### src/hw/rtl/remote_terminal_mode_code_event_log_macros.svh
// Assertion macros shared by the remote terminal event log RTL.
// Needs clk_i and rst_ni in the scope where a macro is used.
`ifndef REMOTE_TERMINAL_MODE_CODE_EVENT_LOG_MACROS_SVH
`define REMOTE_TERMINAL_MODE_CODE_EVENT_LOG_MACROS_SVH

// Same-cycle implication, disabled while reset is active.
`define RTMCEL_ASSERT_SAME(label, ante, cons, msg) \
  label: assert property (@(posedge clk_i) disable iff (!rst_ni) \
    (ante) |-> (cons)) else $error(msg);

// Next-cycle implication, disabled while reset is active.
`define RTMCEL_ASSERT_NEXT(label, ante, cons, msg) \
  label: assert property (@(posedge clk_i) disable iff (!rst_ni) \
    (ante) |=> (cons)) else $error(msg);

`endif

### src/hw/rtl/rtmcel_pkg.sv
// Types, constants and the mode code field table of the remote terminal event log.
// No dependencies.
package rtmcel_pkg;

  // Operation codes carried in the input tuser.
  typedef enum logic [1:0] {
    OP_MODE_CMD  = 2'd0,
    OP_TRANSFER  = 2'd1,
    OP_IRQ_CLEAR = 2'd2
  } op_e;

  // Configuration register indexes.
  localparam logic [7:0] CFG_MODE_CODE_CTRL = 8'd0;
  localparam logic [7:0] CFG_LOG_SIZE_MASK  = 8'd1;
  localparam logic [7:0] CFG_LOG_START      = 8'd2;
  localparam logic [7:0] CFG_EVENT_IRQ_EN   = 8'd3;

  localparam logic [31:0] MODE_CODE_CTRL_RESET = 32'h0000_0555;

  // Subaddress control bit positions.
  localparam int unsigned SA_BCRXE_BIT = 16;
  localparam int unsigned SA_RXEN_BIT  = 15;
  localparam int unsigned SA_RXIRQ_BIT = 13;
  localparam int unsigned SA_TXEN_BIT  = 7;
  localparam int unsigned SA_TXIRQ_BIT = 5;

  // Log entry kinds.
  localparam logic [1:0] KIND_TX   = 2'd0;
  localparam logic [1:0] KIND_RX   = 2'd1;
  localparam logic [1:0] KIND_MODE = 2'd2;

  // Mode codes with special handling.
  localparam logic [4:0] MC_DYN_BUS_CTRL = 5'd0;
  localparam logic [4:0] MC_TX_VECTOR    = 5'd16;
  localparam logic [4:0] MC_SYNC_DATA    = 5'd17;
  localparam logic [4:0] MC_TX_BIT_WORD  = 5'd19;

  localparam logic [31:0] LOG_STEP = 32'd4;

  // Input item, last field in the lowest bits.
  typedef struct packed {
    logic [1:0]  pad;
    logic        clear_event_flag;
    logic [15:0] time_tag;
    logic        descriptor_present;
    logic        descriptor_irq_request;
    logic [16:0] subaddress_control;
    logic [5:0]  word_count;
    logic [15:0] data_word;
    logic        receive;
    logic        broadcast;
    logic [4:0]  subaddress;
    logic [4:0]  mode_code;
  } in_item_t;

  // Result item, last field in the lowest bits.
  typedef struct packed {
    logic [4:0]  pad;
    logic [31:0] irq_mark_address;
    logic [31:0] sync_value;
    logic        interrupt_line;
    logic [31:0] log_entry;
    logic [31:0] log_address;
    logic        log_write;
    logic        accepted;
  } out_item_t;

  // Position of the two-bit field of a mode code in the control register.
  typedef struct packed {
    logic       hit;
    logic [4:0] shift;
  } field_sel_t;

  function automatic field_sel_t field_select(input logic [4:0] code);
    field_sel_t sel;
    sel.hit   = 1'b1;
    sel.shift = 5'd0;
    unique case (code)
      5'd0:        sel.shift = 5'd16;
      5'd1:        sel.shift = 5'd0;
      5'd3:        sel.shift = 5'd18;
      5'd4, 5'd5:  sel.shift = 5'd8;
      5'd6, 5'd7:  sel.shift = 5'd22;
      5'd8:        sel.shift = 5'd26;
      5'd16:       sel.shift = 5'd12;
      5'd17:       sel.shift = 5'd4;
      5'd19:       sel.shift = 5'd14;
      default:     sel.hit   = 1'b0;
    endcase
    return sel;
  endfunction

endpackage

### src/hw/rtl/remote_terminal_mode_code_event_log.sv
// Remote terminal mode code handler and event log, top level.
// Depends on rtmcel_pkg and remote_terminal_mode_code_event_log_macros.svh.
//
// Channel   Direction  Handshake                      Contents
// s_axis    in         s_axis_tvalid_i/tready_o       command, transfer or clear write
// m_axis    out        m_axis_tvalid_o/tready_i       one result per input transfer
// cfg       in         cfg_valid_i/cfg_ready_o        register index and write data
//
// Every input transfer yields exactly one result, held first in the input register and
// then in the result register.
// A new input transfer is taken every cycle while results drain; the sustained rate is
// one item per cycle, with the log pointer and flags updated as each item advances.
// Reset loads the register reset values and empties both registers.
// A stalled output holds its result; the input register then fills and tready drops.
module remote_terminal_mode_code_event_log
  import rtmcel_pkg::*;
(
  input  logic         clk_i,
  input  logic         rst_ni,
  // Input stream
  input  logic         s_axis_tvalid_i,
  output logic         s_axis_tready_o,
  // tdata from bit 0: mode_code[5], subaddress[5], broadcast, receive, data_word[16],
  // word_count[6], subaddress_control[17], descriptor_irq_request, descriptor_present,
  // time_tag[16], clear_event_flag, two zero bits
  input  logic [71:0]  s_axis_tdata_i,
  // tuser from bit 0: operation[2]
  input  logic [1:0]   s_axis_tuser_i,
  // Result stream
  output logic         m_axis_tvalid_o,
  input  logic         m_axis_tready_i,
  // tdata from bit 0: accepted, log_write, log_address[32], log_entry[32],
  // interrupt_line, sync_value[32], irq_mark_address[32], five zero bits
  output logic [135:0] m_axis_tdata_o,
  // Configuration writes
  input  logic         cfg_valid_i,
  output logic         cfg_ready_o,
  input  logic [7:0]   cfg_index_i,
  input  logic [31:0]  cfg_data_i
);

  // Configuration registers.
  logic [31:0] mode_ctrl_q;
  logic [31:0] size_mask_q;
  logic        irq_enable_q;

  // Block state.
  logic [31:0] log_pointer_q, log_pointer_d;
  logic [31:0] irq_mark_q, irq_mark_d;
  logic [31:0] sync_q, sync_d;
  logic        pending_q, pending_d;

  // Input and result registers.
  logic        in_valid_q;
  in_item_t    in_item_q;
  op_e         in_op_q;
  logic        out_valid_q;
  out_item_t   out_item_q, out_item_d;

  logic        advance;
  logic        cfg_write;

  // Decode signals.
  field_sel_t  sel;
  logic [4:0]  field_shift;
  logic [31:0] field_word;
  logic [1:0]  field;
  logic        bcast_banned;
  logic        mode_legal;
  logic        xfer_ok;
  logic        xfer_irq;
  logic        accept;
  logic        append;
  logic        entry_irq;
  logic [1:0]  entry_kind;
  logic [4:0]  entry_code;
  logic [5:0]  entry_count;
  logic [31:0] entry_word;
  logic [31:0] pointer_inc;
  logic [31:0] pointer_next;

  assign cfg_ready_o     = 1'b1;
  assign cfg_write       = cfg_valid_i & cfg_ready_o;
  assign advance         = in_valid_q & (~out_valid_q | m_axis_tready_i);
  assign s_axis_tready_o = ~in_valid_q | advance;
  assign m_axis_tvalid_o = out_valid_q;
  assign m_axis_tdata_o  = out_item_q;

  // Mode code field lookup; a broadcast command uses the field two places up.
  always_comb begin
    sel          = field_select(in_item_q.mode_code);
    field_shift  = sel.shift + {3'd0, in_item_q.broadcast, 1'b0};
    field_word   = mode_ctrl_q >> field_shift;
    field        = field_word[1:0];
    bcast_banned = in_item_q.broadcast &
                   ((in_item_q.mode_code == MC_DYN_BUS_CTRL) ||
                    (in_item_q.mode_code == MC_TX_VECTOR) ||
                    (in_item_q.mode_code == MC_TX_BIT_WORD));
    mode_legal   = sel.hit & ~bcast_banned & (field != 2'd0);
  end

  // Transfer gating by the enable bits and the descriptor.
  always_comb begin
    xfer_ok = (in_item_q.receive ? in_item_q.subaddress_control[SA_RXEN_BIT]
                                 : in_item_q.subaddress_control[SA_TXEN_BIT]) &
              ~(in_item_q.broadcast & ~in_item_q.receive) &
              ~(in_item_q.broadcast & ~in_item_q.subaddress_control[SA_BCRXE_BIT]) &
              in_item_q.descriptor_present;
    xfer_irq = in_item_q.descriptor_irq_request |
               (in_item_q.receive & in_item_q.subaddress_control[SA_RXIRQ_BIT]) |
               (~in_item_q.receive & in_item_q.subaddress_control[SA_TXIRQ_BIT]);
  end

  // Operation select: acceptance, log entry contents, the sync value and the clear write.
  always_comb begin
    accept      = 1'b0;
    append      = 1'b0;
    entry_irq   = 1'b0;
    entry_kind  = KIND_MODE;
    entry_code  = in_item_q.mode_code;
    entry_count = 6'd0;
    sync_d      = sync_q;
    pending_d   = pending_q;
    case (in_op_q)
      OP_MODE_CMD: begin
        accept    = mode_legal;
        append    = mode_legal & field[1];
        entry_irq = field == 2'd3;
        if (mode_legal && in_item_q.mode_code == MC_SYNC_DATA) begin
          sync_d = {in_item_q.time_tag, in_item_q.data_word};
        end
      end
      OP_TRANSFER: begin
        accept      = xfer_ok;
        append      = xfer_ok;
        entry_irq   = xfer_irq;
        entry_kind  = in_item_q.receive ? KIND_RX : KIND_TX;
        entry_code  = in_item_q.subaddress;
        entry_count = in_item_q.word_count;
      end
      OP_IRQ_CLEAR: begin
        if (in_item_q.clear_event_flag) begin
          pending_d = 1'b0;
        end
      end
      default: ;
    endcase
    if (append && entry_irq) begin
      pending_d = 1'b1;
    end
  end

  // Ring pointer: bits set in the mask keep the base, the rest advance and wrap.
  always_comb begin
    entry_word   = {entry_irq, entry_kind, entry_code, 15'd0, entry_count, 3'd0};
    pointer_inc  = log_pointer_q + LOG_STEP;
    pointer_next = (log_pointer_q & size_mask_q) | (pointer_inc & ~size_mask_q);
    irq_mark_d   = irq_mark_q;
    if (append && entry_irq && !pending_q) begin
      irq_mark_d = log_pointer_q;
    end
  end

  // Next pointer; a write of the start address reloads it.
  always_comb begin
    log_pointer_d = log_pointer_q;
    if (advance && append) begin
      log_pointer_d = pointer_next;
    end
    if (cfg_write && cfg_index_i == CFG_LOG_START) begin
      log_pointer_d = cfg_data_i;
    end
  end

  // Result assembly from the state after this item.
  always_comb begin
    out_item_d                  = '0;
    out_item_d.accepted         = accept;
    out_item_d.log_write        = append;
    out_item_d.log_address      = append ? log_pointer_q : 32'd0;
    out_item_d.log_entry        = append ? entry_word : 32'd0;
    out_item_d.interrupt_line   = pending_d & irq_enable_q;
    out_item_d.sync_value       = sync_d;
    out_item_d.irq_mark_address = irq_mark_d;
  end

  // Configuration registers and block state.
  always_ff @(posedge clk_i or negedge rst_ni) begin
    if (!rst_ni) begin
      mode_ctrl_q   <= MODE_CODE_CTRL_RESET;
      size_mask_q   <= '0;
      irq_enable_q  <= 1'b0;
      log_pointer_q <= '0;
      irq_mark_q    <= '0;
      sync_q        <= '0;
      pending_q     <= 1'b0;
    end else begin
      log_pointer_q <= log_pointer_d;
      if (cfg_write) begin
        unique case (cfg_index_i)
          CFG_MODE_CODE_CTRL: mode_ctrl_q  <= cfg_data_i;
          CFG_LOG_SIZE_MASK:  size_mask_q  <= cfg_data_i;
          // The start address only reloads the log pointer.
          CFG_LOG_START:      ;
          CFG_EVENT_IRQ_EN:   irq_enable_q <= cfg_data_i[0];
          default: ;
        endcase
      end
      if (advance) begin
        irq_mark_q <= irq_mark_d;
        sync_q     <= sync_d;
        pending_q  <= pending_d;
      end
    end
  end

  // Handshake state of the input and result registers.
  always_ff @(posedge clk_i or negedge rst_ni) begin
    if (!rst_ni) begin
      in_valid_q  <= 1'b0;
      out_valid_q <= 1'b0;
    end else begin
      if (s_axis_tvalid_i && s_axis_tready_o) begin
        in_valid_q <= 1'b1;
      end else if (advance) begin
        in_valid_q <= 1'b0;
      end
      if (advance) begin
        out_valid_q <= 1'b1;
      end else if (m_axis_tready_i) begin
        out_valid_q <= 1'b0;
      end
    end
  end

  // Payload registers.
  always_ff @(posedge clk_i) begin
    if (s_axis_tvalid_i && s_axis_tready_o) begin
      in_item_q <= in_item_t'(s_axis_tdata_i);
      in_op_q   <= op_e'(s_axis_tuser_i);
    end
    if (advance) begin
      out_item_q <= out_item_d;
    end
  end

`include "remote_terminal_mode_code_event_log_macros.svh"

  `RTMCEL_ASSERT_SAME(a_log_implies_accept,
    out_valid_q && out_item_q.log_write, out_item_q.accepted,
    "log entry written for a rejected item")
  `RTMCEL_ASSERT_SAME(a_no_log_zero,
    out_valid_q && !out_item_q.log_write,
    out_item_q.log_address == 32'd0 && out_item_q.log_entry == 32'd0,
    "address or entry set without a log write")
  `RTMCEL_ASSERT_NEXT(a_mark_moves,
    advance && append && entry_irq && !pending_q,
    irq_mark_q == $past(log_pointer_q) && pending_q,
    "interrupt mark not taken from the log pointer")

endmodule
### config.mk
export PLATFORM = sky130hd
export DESIGN_NAME = remote_terminal_mode_code_event_log
export DESIGN_NICKNAME = d
export VERILOG_FILES = /design/src/hw/rtl/rtmcel_pkg.sv /design/src/hw/rtl/remote_terminal_mode_code_event_log.sv
export VERILOG_INCLUDE_DIRS = /design/src /design/src/hw/rtl
export SDC_FILE = /design/constraint.sdc
export NUM_CORES = 1
export LEC_CHECK = 0
export ABC_AREA = 1
export BUFFER_PORTS_ARGS = -buffer_cell sky130_fd_sc_hd__buf_2
export CORE_UTILIZATION = 35
export DETAILED_ROUTE_END_ITERATION = 16
export SYNTH_ARGS = -nofsm -noshare
export SYNTH_HDL_FRONTEND = slang
export SYNTH_SLANG_ARGS = --single-unit
### constraint.sdc
create_clock -name clk_i -period 4.2 [get_ports clk_i]
set_input_delay 0.42 -clock clk_i [delete_from_list [all_inputs] [get_ports clk_i]]
set_output_delay 0.42 -clock clk_i [all_outputs]
set_load 0.02 [all_outputs]
======== Word-level counts from Yosys, hierarchy flattened ========
Cells that the tools add are included.
Widths: inputs -> output; s select.
operators by class
  add/subtract/negate cells ............... 2
  equality and inequality tests ........... 16
  shifts and indexed selects .............. 1
  multiplexer cells ....................... 21
  bitwise operators ....................... 28
  reductions and logical operators ........ 23
operators with widths
  kind                   number
  $mux 32                5
  $and 32x32->32         2
  $pmux 5 s8             1
  $add 32x3->32 const B  1
  $not 32->32            1
  $or 32x32->32          1
  $shr 32x5->2           1
  $eq 5x3->1 const B     4
  $eq 8x2->1 const B     2
  $eq 5x5->1 const B     3
  $and 1x1->1            13
  $reduce_or 11->1       1
  $mux 1                 10
  $eq 8x1->1 const B     1
  $logic_not 8->1        1
  $reduce_and 2->1       4
  $reduce_bool 2->1      4
  $not 1->1              7
  $logic_and 1x1->1      6
  $pmux 1 s2             3
  $add 5x2->5            1
  $eq 5x1->1 const B     1
  $eq 5x2->1 const B     1
  $eq 5x4->1 const B     1
  10 further kinds       16
word-level totals
  flip-flop bits (word level) ............. 367
  output and inout bits ................... 139

======== Depth between registers and ports, before layout ========
Gate-level depths: netlist of the first run.
  depth in word-level cells ............... 12
  gate-level depth with buffers ........... 23
  gate-level depth less buffers ........... 22

======== Worst setup path after synthesis of the first run ========
OpenSTA, ideal clock, no wires.
  kind .................................... register to register
  from .................................... reg out_valid_q (netlist: m_axis_tvalid_o)
  to ...................................... reg out_item_q, in the netlist m_axis_tdata_o[0] (enable)
  arrival ................................. 4.115 ns
  required time ........................... 3.679 ns
  setup slack ............................. -0.436 ns
  cell stages (with the launch flop) ...... 5
  buffers on the path ..................... 1
  cells stage by stage .................... dfrtp_1 -> nand2_1 -> nand2_1 -> inv_2 -> buf_1
on the way
  longest elaborated chain between the ends .. 3
RTL lines
  item                      RTL line                                    text
  start: declaration        remote_terminal_mode_code_event_log.sv:57   logic out_valid_q;
  start signal: assignment  remote_terminal_mode_code_event_log.sv:221  out_valid_q <= 1'b0;
  start signal: assignment  remote_terminal_mode_code_event_log.sv:229  out_valid_q <= 1'b1;
  start signal: assignment  remote_terminal_mode_code_event_log.sv:231  out_valid_q <= 1'b0;
  $not 1->1                 remote_terminal_mode_code_event_log.sv:84   assign advance = in_valid_q & (~out_valid_q | m_axis_tready_i);
  $or 1x1->1                remote_terminal_mode_code_event_log.sv:84
  $and 1x1->1               remote_terminal_mode_code_event_log.sv:84
  net advance               remote_terminal_mode_code_event_log.sv:60   logic advance;
  end signal: assignment    remote_terminal_mode_code_event_log.sv:243  out_item_q <= out_item_d;
  end: declaration          remote_terminal_mode_code_event_log.sv:58   out_item_t out_item_q, out_item_d;
The timed path passes the listed nets, and every way through them passes these cells.
A chain may end at the register's enable or synchronous reset.

======== Worst setup path in the final report of the first run ========
  from .................................... reg in_item_q[4] (netlist name)
  to ...................................... reg out_item_q, in the netlist m_axis_tdata_o[115] (data pin)
on the way
  longest elaborated chain between the ends .. 12
RTL lines
  item                                                 RTL line                                                                              text
  start: declaration                                   remote_terminal_mode_code_event_log.sv:55                                             in_item_t in_item_q;
  start signal: assignment                             remote_terminal_mode_code_event_log.sv:239                                            in_item_q <= in_item_t'(s_axis_tdata_i);
  $eq 5x3->1, or another cell as far along             rtmcel_pkg.sv:78                                                                      unique case (code)
  $reduce_or 2->1 or $logic_or 1x1->1 (tied branches)  n/a
  $pmux 5 s8 or $logic_or 1x1->1 (tied branches)       rtmcel_pkg.sv:78, remote_terminal_mode_code_event_log.sv:97
  $add 5x2->5 or $and 1x1->1 (tied branches)           remote_terminal_mode_code_event_log.sv:92, remote_terminal_mode_code_event_log.sv:95
  $shr 32x5->2 or $not 1->1 (tied branches)            remote_terminal_mode_code_event_log.sv:93, remote_terminal_mode_code_event_log.sv:99
  $reduce_bool 2->1 or $and 1x1->1 (tied branches)     remote_terminal_mode_code_event_log.sv:99                                             mode_legal = sel.hit & ~bcast_banned & (field != 2'd0);
  $and 1x1->1                                          remote_terminal_mode_code_event_log.sv:99
  $and 1x1->1                                          remote_terminal_mode_code_event_log.sv:127                                            append = mode_legal & field[1];
  $pmux 1 s2                                           remote_terminal_mode_code_event_log.sv:124                                            case (in_op_q)
  $logic_and 1x1->1 * (2 in series)                    remote_terminal_mode_code_event_log.sv:159                                            if (append && entry_irq && !pending_q) begin
  $mux 32 *                                            remote_terminal_mode_code_event_log.sv:159
  net irq_mark_d[16]                                   remote_terminal_mode_code_event_log.sv:49                                             logic [31:0] irq_mark_q, irq_mark_d;
The timed path passes the listed nets; every way through them passes the cells marked *.

==> results of run 1 <==
sequential cells by signal, indices dropped and copies added (netlist names), named ones only:
| signal | flops |
|---|---|
| pending_q | 1 |
| m_axis_tdata_o | 113 |
| log_pointer_q | 3 |
| irq_mark_q | 32 |
| sync_q | 32 |
| in_op_q | 2 |
| m_axis_tvalid_o | 1 |
| in_valid_q | 1 |
| mode_ctrl_q | 32 |
| size_mask_q | 30 |
| irq_enable_q | 1 |
| in_item_q | 58 |
cell usage after synthesis (2+ instances only):
| master | instances |
|---|---|
| and2_1 | 64 |
| nor3_1 | 11 |
| nand2_1 | 301 |
| buf_6 | 2 |
| dfstp_2 | 6 |
| buf_2 | 23 |
| a21oi_1 | 5 |
| buf_4 | 24 |
| nand2_4 | 2 |
| clkbuf_1 | 37 |
| xor2_1 | 18 |
| nand3_1 | 101 |
| o31ai_1 | 2 |
| conb_1 | 2 |
| nor3b_1 | 4 |
| o21ai_2 | 8 |
| o211ai_1 | 16 |
| dfrtp_1 | 156 |
| nand3b_1 | 3 |
| nor2_1 | 107 |
| buf_1 | 10 |
| o21ai_0 | 148 |
| ha_1 | 3 |
| nand2_2 | 3 |
| inv_1 | 200 |
| nand4_1 | 71 |
| inv_2 | 4 |
| o21ai_1 | 34 |
| nor2_2 | 5 |
| nand3_2 | 2 |
| edfxtp_1 | 173 |
| a211oi_1 | 5 |
| o22ai_1 | 5 |
| a31oi_1 | 2 |
layout make-up:
type                       count  area [sq um]
clock buffer                  50          1027
tap                          577         721.9
inverter                     204         770.7
clock inverter                20         126.4
fill                        4111         24420
sequential                   335          9256
antenna                        3         7.507
timing repair buffer         237          1275
multi-input combinational    955          4715
metrics by stage:
step                hold WS [ns]  setup slack, ns  power (uW)
floorplan                 0.1244          0.02949        5383
global placement          0.4609           0.4539        5942
detailed placement        0.4648           0.4026        5983
CTS                      0.03793           0.3936        9104
global route             0.04497          0.06908        9441
finish                  -0.03151           0.4625        8993
power by group:
group / internal [uW] / switching [uW] / total (uW)
Clock: 1790 / 1300 / 3090
Combinational: 507 / 1200 / 1710
Sequential: 3990 / 210 / 4200
worst max-delay path by stage:
stage | startpoint | end | slack, ns | cells past startpoint
after global routing | in_item_q[0]$_DFFE_PP_ | register | 0.07 | 23
after floorplan | m_axis_tvalid_o$_DFFE_PN0P_ | m_axis_tdata_o[0]$_DFFE_PP_ | 0.03 | 4
final | in_item_q[4]$_DFFE_PP_ | m_axis_tdata_o[115]$_DFFE_PP_ | 0.46 | 18
after detailed placement | in_item_q[4]$_DFFE_PP_ | register | 0.40 | 18
after CTS | in_item_q[4]$_DFFE_PP_ | m_axis_tdata_o[115]$_DFFE_PP_ | 0.39 | 18
after global placement | in_item_q[4]$_DFFE_PP_ | register | 0.45 | 18
metal layers:
metal / wire, microns / vias up / global-route usage (%)
met3: 1830 / 60 / 2.741
met5: 13 / - / 0
met2: 17930 / 285 / 27.59
li1: - / 5572 / -
met1: 17950 / 5461 / 24.50
met4: 775 / 2 / 5.261
worst max-delay path, stage by stage (launching register included):
cell      delay, ns
edfxtp_1       0.40
inv_2          0.10
nand4_1        0.13
o21ai_1        0.10
inv_1          0.11
nand2_1        0.07
ha_1           0.19
ha_1           0.53
o21ai_0        0.14
o21ai_0        0.31
nand3_1        0.12
nand2_1        0.08
nand2_1        0.08
nand2_2        0.10
nand2_4        0.10
nand2_8        0.19
buf_4          0.30
nand4_1        0.16
and2_1         0.25
kinds of logic after synthesis:
logic type,Yosys count,share of synthesized area [%]
compound gates,228,8.258
xor+xnor,19,1.099
fa+ha+maj,3,0.2480
buf+inv,300,8.324
flops,335,61.15
mux,1,0.07439
other cells,2,0.04961
simple gates,680,20.80
==> reports/metrics.yaml, run 1 <==
outcome: "finished, violations left"
violations: "hold timing"
place_area_sq_um: 16740
tightest_slew_ns: 1.331
ys.flop_type: "edfxtp_1"
yosys.area.top_type: "edfxtp_1"
ys_seq_area_share_pct: 61.15
ctsResizeCount: 0
cts_setup_buffers: 0
synth-edff-count: 173
ctsHoldBuffers: 0
grt.total_usage_pct: 17.38
die-height_microns: 210.0
drc: 0
synth_cell_types: 45
synth.avg_cell_area_sq_um: 9.654
yosys_warnings: 0
final_cell_mix: "nand2_1 (300), buf_2 (218), inv_1 (199)"
root_buffer: "clkbuf_16"
cts.sinks: 335
hold_ws_ns: -0.03151
fin_crit_ns: 3.737
path_clk_slew_ns: 0.06
start_kind: "register"
leakage_uw: 0.008301
finalNetCount: 1894
skew_ns: 0.01894
crit_required_ns: 4.47
critPathMaxFanout: 23
cp.arrival_ns: 4.01
antenna_found_initial: 4
numCtsBuffers: 39
hold_class: "input pin to asynchronous set/reset pin"
relSlewSlack_pct: 11.27
h-tree-depth: 2
core.rowCount: 75
wl_per_cell_microns: 16.17
max_cap_viol_count: 0
synth.top_cell.area_share_pct: 34.32
antenna_left: 0
design_area_sq_um: 17900
area_growth_pct: 18.25
powerDensity_nw_per_um2: 502.4
maxSlewViolCount: 0
rr_worst_depth: 18
path_class: "register to register"
tns_ns: 0
cts_tree: "yes"
core_sq_um: 42320
grt_overflow: 0
r2r_start: "in_item_q[4]$_DFFE_PP_"
grt_pass1_vias: 10723
hpwl_mm: 25.95
final_common_cell: "nand2_1"
firstDrtPassIters: 4
start_util_pct: 35.77
insertion_delay_ns: 0.53
grt_pass1_wl_mm: 59.91
placed_cells: 2308
synth_seq_cells: 335
synth_area_leaders: "edfxtp_1 (34%), dfrtp_1 (26%), nand2_1 (7.5%)"
via_per_inst: 4.780
irDropWorstVdd_v: 0.0002235
portBuffers: 219
ff2ff_setup_slack_ns: 0.46
dieWidth_microns: 210.0
utilization_pct: 42.29
ioPinCount: 258
finalSetupViolations: 0
end_kind: "register"
gp_congestion: 0.8157
drt_wl_total_mm: 38.50
hold_violations: 6
syn-cell-area_sq_um: 15140
regToRegEndpoint: "m_axis_tdata_o[115]$_DFFE_PP_"
first_iter_violations: 780
final_cell_count_no_fill: 2381
clock.fmax_ghz: 0.2676
fin_crit_sh_pct: 88.99
drive_gt1_share_pct: 18.21
vias: 11380
async_flop_share_pct: 48.36
grt_max_degree: 122
dieArea_sq_um: 44090
rsz0062_at_grt: "no"
clockBufferDepth: 3
postSynthCellCount: 1568
No activity file was read; power rests on OpenSTA's default activity.
==> inputs of run 2 (changes only) <==
--- a/config.mk
+++ b/config.mk
@@ -10,6 +10,7 @@
 export BUFFER_PORTS_ARGS = -buffer_cell sky130_fd_sc_hd__buf_2
 export CORE_UTILIZATION = 35
 export DETAILED_ROUTE_END_ITERATION = 16
+export MAX_ROUTING_LAYER = met4
 export SYNTH_ARGS = -nofsm -noshare
 export SYNTH_HDL_FRONTEND = slang
 export SYNTH_SLANG_ARGS = --single-unit
==> run 2 against run 1 <==
Compared with the run above:
- the flow still finishes with violations (hold timing)
- sequential power barely moved
- final area about the same
- sequential share of layout area about the same
- utilization barely moved
- first-iteration DRC count down 7.2%
- fmax down 0.75%
- global-route usage up 0.51 points
- die area unchanged
- setup slack got worse by 0.028 ns
- clock-buffer cell count did not move
- hold slack better by 0.0044 ns
- critical endpoint unchanged
- largest cell class unchanged
- largest power group unchanged
- highest routed layer is now met4
==> reports/metrics.yaml, run 2 (same netlist as run 1, synthesis figures left out) <==
outcome: "finished, violations left"
violations: "hold timing"
clockBufferDepth: 3
core_sq_um: 42320
final_common_cell: "nand2_1"
r2r_start: "in_item_q[4]$_DFFE_PP_"
ff2ff_setup_slack_ns: 0.43
wl_per_cell_microns: 16.12
die-height_microns: 210.0
start_util_pct: 35.77
tns_ns: 0
fin_crit_ns: 3.766
grt_overflow: 0
skew_ns: 0.02123
rr_worst_depth: 18
insertion_delay_ns: 0.53
grt_pass1_vias: 10715
ioPinCount: 258
final_cell_mix: "nand2_1 (300), buf_2 (218), inv_1 (199)"
antenna_left: 0
root_buffer: "clkbuf_16"
path_class: "register to register"
cts_setup_buffers: 0
max_cap_viol_count: 0
fin_crit_sh_pct: 89.66
gp_congestion: 0.8277
total_power_uw: 8992
cts_tree: "yes"
worst_slack_ns: 0.4343
grt_max_degree: 122
largest_reg_flops: 113
dieArea_sq_um: 44090
antenna_found_initial: 4
numCtsBuffers: 39
crit_required_ns: 4.47
irDropWorstVdd_v: 0.0002226
via_per_inst: 4.757
hpwl_mm: 25.95
end_kind: "register"
vias: 11331
firstDrtPassIters: 5
hold_violations: 5
start_kind: "register"
h-tree-depth: 2
portBuffers: 219
drt_wl_total_mm: 38.40
relSlewSlack_pct: 13.73
hold_ws_ns: -0.02711
core.rowCount: 75
ctsHoldBuffers: 0
path_clk_slew_ns: 0.06
regToRegEndpoint: "m_axis_tdata_o[115]$_DFFE_PP_"
drc: 0
dieWidth_microns: 210.0
area_growth_pct: 18.27
cts.sinks: 335
grt_pass1_wl_mm: 59.95
finalSetupViolations: 0
critPathMaxFanout: 23
tightest_slew_ns: 1.293
cp.arrival_ns: 4.04
clock.fmax_ghz: 0.2656
maxSlewViolCount: 0
hold_class: "input pin to asynchronous set/reset pin"
powerDensity_nw_per_um2: 502.3
first_iter_violations: 724
rsz0062_at_grt: "no"
post-place-ws_ns: 0.4026
leakage_uw: 0.008301
drive_gt1_share_pct: 18.21
grt.total_usage_pct: 17.89
finalNetCount: 1894
ctsResizeCount: 0
## run 2: layer usage
layer | vias to the layer above | track usage [%] | part of all wire, %
met5 | - | - | 0
met4 | 0 | 5.261 | 2.1
met3 | 61 | 2.682 | 4.9
met2 | 295 | 27.51 | 46
met1 | 5394 | 24.56 | 47
li1 | 5581 | - | -
## run 2: through the flow
| stage | utilization [%] | cells | area [sq um] | hold slack (ns) |
|---|---|---|---|---|
| floorplan | - | 1590 | 15230 | 0.1244 |
| global placement | 39.55 | 2308 | 16740 | 0.4609 |
| detailed placement | 39.55 | 2308 | 16740 | 0.4648 |
| CTS | 42.28 | 2378 | 17890 | 0.03793 |
| global route | 42.30 | 2382 | 17900 | 0.04457 |
| finish | 42.30 | 2382 | 17900 | -0.02711 |
## run 2: worst max-delay path: stages, from the launching register on
cell      delay (ns)
edfxtp_1        0.40
inv_2           0.10
nand4_1         0.12
o21ai_1         0.10
inv_1           0.11
nand2_1         0.07
ha_1            0.19
ha_1            0.54
o21ai_0         0.14
o21ai_0         0.35
nand3_1         0.13
nand2_1         0.07
nand2_1         0.08
nand2_2         0.10
nand2_4         0.10
nand2_8         0.19
buf_4           0.29
nand4_1         0.15
and2_1          0.25
## run 2: how the worst max path moves through the flow
stage,to,startpoint
after global placement,register,in_item_q[4]$_DFFE_PP_
after global routing,register,in_item_q[0]$_DFFE_PP_
after floorplan,m_axis_tdata_o[0]$_DFFE_PP_,m_axis_tvalid_o$_DFFE_PN0P_
after detailed placement,register,in_item_q[4]$_DFFE_PP_
final,m_axis_tdata_o[115]$_DFFE_PP_,in_item_q[4]$_DFFE_PP_
after CTS,m_axis_tdata_o[115]$_DFFE_PP_,in_item_q[4]$_DFFE_PP_
## run 2: layout make-up
| class | count | area, sq um |
|---|---|---|
| Inverter | 204 | 770.7 |
| Clock buffer | 50 | 1027 |
| Timing Repair Buffer | 237 | 1275 |
| Antenna cell | 4 | 10.01 |
| Sequential cell | 335 | 9256 |
| Tap cell | 577 | 721.9 |
| Clock inverter | 20 | 126.4 |
| Fill cell | 4110 | 24420 |
| Multi-Input combinational cell | 955 | 4715 |
## run 2: power by group
| part | total (uW) | internal, uW | leakage, uW | switching [uW] |
|---|---|---|---|---|
| Clock | 3090 | 1790 | 0.000559 | 1300 |
| Sequential | 4200 | 3990 | 0.00388 | 210 |
| Combinational | 1700 | 507 | 0.00386 | 1200 |
| Total | 8990 | 6280 | 0.00830 | 2710 |
==> inputs of run 3 (changes only) <==
--- a/config.mk
+++ b/config.mk
@@ -6,7 +6,6 @@
 export SDC_FILE = /design/constraint.sdc
 export NUM_CORES = 1
 export LEC_CHECK = 0
-export ABC_AREA = 1
 export BUFFER_PORTS_ARGS = -buffer_cell sky130_fd_sc_hd__buf_2
 export CORE_UTILIZATION = 35
 export DETAILED_ROUTE_END_ITERATION = 16
==> run 3 against run 2 <==
Compared with the run above:
- clock power up 12%
- largest power group unchanged
- first-iteration DRC count down 45%
- flip-flop and latch count did not move
- power shrank 13%
- the run now ends clean
- final cell count is 28% lower
- global-route usage shrank 1.7 points
- die area decreased by 5.5%
==> reports/metrics.yaml, run 3 <==
outcome: "finished, final reports clean"
rr_worst_depth: 12
antenna_left: 0
cp_cell_sequence: "buf_4 -> or2b_1 -> or2_2 -> a21oi_1 -> ha_1 -> mux4_2 -> nor4_1 -> a211oi_1 -> o21a_1 -> and3_1 -> and2_4 -> mux2_2"
finalNetCount: 1282
core_sq_um: 40010
synth_cell_types: 65
rsz0062_at_grt: "no"
critPathMaxFanout: 32
start_kind: "register"
crit_required_ns: 4.63
core.rowCount: 73
hold_violations: 0
critPathSlowestCell: "and2_4"
firstDrtPassIters: 5
largest_reg_flops: 113
multi_input_area_sq_um: 4671
path_class: "register to register"
insertion_delay_ns: 0.56
synth_seq_cells: 335
hp-start: "s_axis_tdata_i[25]"
hold_ws_ns: 0.04578
relSlewSlack_pct: 37.38
leakage_uw: 0.007399
hpwl_mm: 21.70
skew_ns: 0.03586
final_cell_mix: "buf_2 (218), edfxtp_1 (173), dfrtp_1 (156)"
ys_seq_area_share_pct: 64.73
synth-edff-count: 173
r2r_start: "in_item_q[4]$_DFFE_PP_"
fillers: 3606
first_iter_violations: 401
synth_area_leaders: "edfxtp_1 (36%), dfrtp_1 (27%), mux2_2 (10%)"
min_to: "in_item_q[25]$_DFFE_PP_"
vias: 8255
tns_ns: 0
place_area_sq_um: 15910
portBuffers: 219
root_buffer: "clkbuf_16"
numCtsBuffers: 37
h-tree-depth: 2
cts.sinks: 335
regToRegEndpoint: "sync_q[31]$_DFFE_PN0P_"
grt_pass1_wl_mm: 49.46
crit_family: "simple AND/OR/NAND/NOR gates"
regArea_sq_um: 9256
ys.flop_type: "edfxtp_1"
cts_setup_buffers: 0
synth.avg_cell_area_sq_um: 15.46
dieWidth_microns: 204.1
dieArea_sq_um: 41670
max_stage_delay_ns: 0.58
ff2ff_setup_slack_ns: 0.28
clock.fmax_ghz: 0.2553
final_common_cell: "buf_2"
drc: 0
yosys-top-cells-count: "edfxtp_1 (173), dfrtp_1 (156), mux2_2 (133)"
yosys_warnings: 0
maxSlewViolCount: 0
finalSetupViolations: 0
yosysMostFrequentCell: "edfxtp_1"
irDropWorstVdd_v: 0.0003354
area_growth_pct: 20.63
fin_crit_ns: 3.917
powerDensity_nw_per_um2: 454.1
grt_max_degree: 95
critical_path_buf_inv_count: 1
async_flop_share_pct: 48.36
hold_class: "input pin to register"
end_kind: "register"
yosys.area.top_type: "edfxtp_1"
gp_congestion: 0.7821
grt_overflow: 0
max_cap_viol_count: 0
ioPinCount: 258
via_per_inst: 4.799
drive_gt1_share_pct: 44.36
grt_pass1_vias: 8244
drt_wl_total_mm: 32.51
path_clk_slew_ns: 0.06
startpoint: "in_item_q[4]$_DFFE_PP_"
worst_slack_ns: 0.2828
wl_per_cell_microns: 18.90
cp.arrival_ns: 4.35
postSynthCellCount: 925
grt.total_usage_pct: 16.15
design_area_sq_um: 17250
antenna_found_initial: 8
die-height_microns: 204.1
synth.top_cell.area_share_pct: 36.33
min_path_cells: 1
fin_crit_sh_pct: 93.27
post-place-ws_ns: 0.1658
cts_tree: "yes"
start_util_pct: 35.74
syn-cell-area_sq_um: 14300
clockBufferDepth: 3
tightest_slew_ns: 0.9371
[run 3: changes by cell type in the layout (fill, tap and decap cells not counted), sizes merged, moves of 32 or more]
cell	previous run	this run
nor2b	0	32
nor2	113	36
nand3	103	8
and2	64	10
o21ai	190	20
inv	205	9
nand2	307	34
nand4	72	4
mux2	1	193
[run 3: where the power goes]
part / leakage (uW) / internal, uW / switching (uW)
sequential: 0.00391 / 3670 / 114
combinational: 0.00286 / 218 / 381
clock: 0.000631 / 2080 / 1370
[run 3: cell type report]
class	instances	area share, %
antenna	7	0.1015
timing repair buffer	244	7.565
tap	525	3.808
multi-input combinational	533	27.08
clock inverter	20	1.516
clock buffer	47	6.056
sequential	335	53.66
inverter	9	0.2176
[run 3: cell families after synthesis]
logic type,after synthesis,synth area share [%]
compound gates,74,3.552
buf+inv,79,3.360
xor+xnor,28,1.767
simple gates,202,8.960
mux,202,17.32
fa+ha+maj,3,0.2625
flops,335,64.73
other cells,2,0.05252
[run 3: timing repair]
action,in CTS,in global routing
endpoints found under the hold margin,4,0
setup endpoints to repair,0,20
hold buffers,1,0
gates resized for setup,0,1
[run 3: how the worst max path moves through the flow]
stage	end	slack, ns	depth (start not counted)
2_1_floorplan	sync_q[10]$_DFFE_PN0P_	0.57	16
3_3_place_gp	m_axis_tdata_o[126]$_DFFE_PP_	0.18	11
3_5_place_dp	m_axis_tdata_o[100]$_DFFE_PP_	0.17	11
4_1_cts	m_axis_tdata_o[106]$_DFFE_PP_	0.16	11
5_1_grt	sync_q[31]$_DFFE_PN0P_	0.13	13
6_report	sync_q[31]$_DFFE_PN0P_	0.28	12
[run 3: metrics by stage]
step                util (%)  std cells  total power (uW)
finish                 43.12       1720              7833
global route           43.12       1720              8124
CTS                    43.07       1713              7954
detailed placement     39.78       1645              4460
global placement       39.78       1645              4444
floorplan                  -        947              4195
[run 3: per-layer routing]
layer / GRT usage (%) / wire, microns / share of wire [%]
met1: 21.25 / 14570 / 45
met2: 24.67 / 15780 / 49
met3: 2.870 / 1318 / 4.1
met4: 6.557 / 838 / 2.6
met5: - / 0 / 0
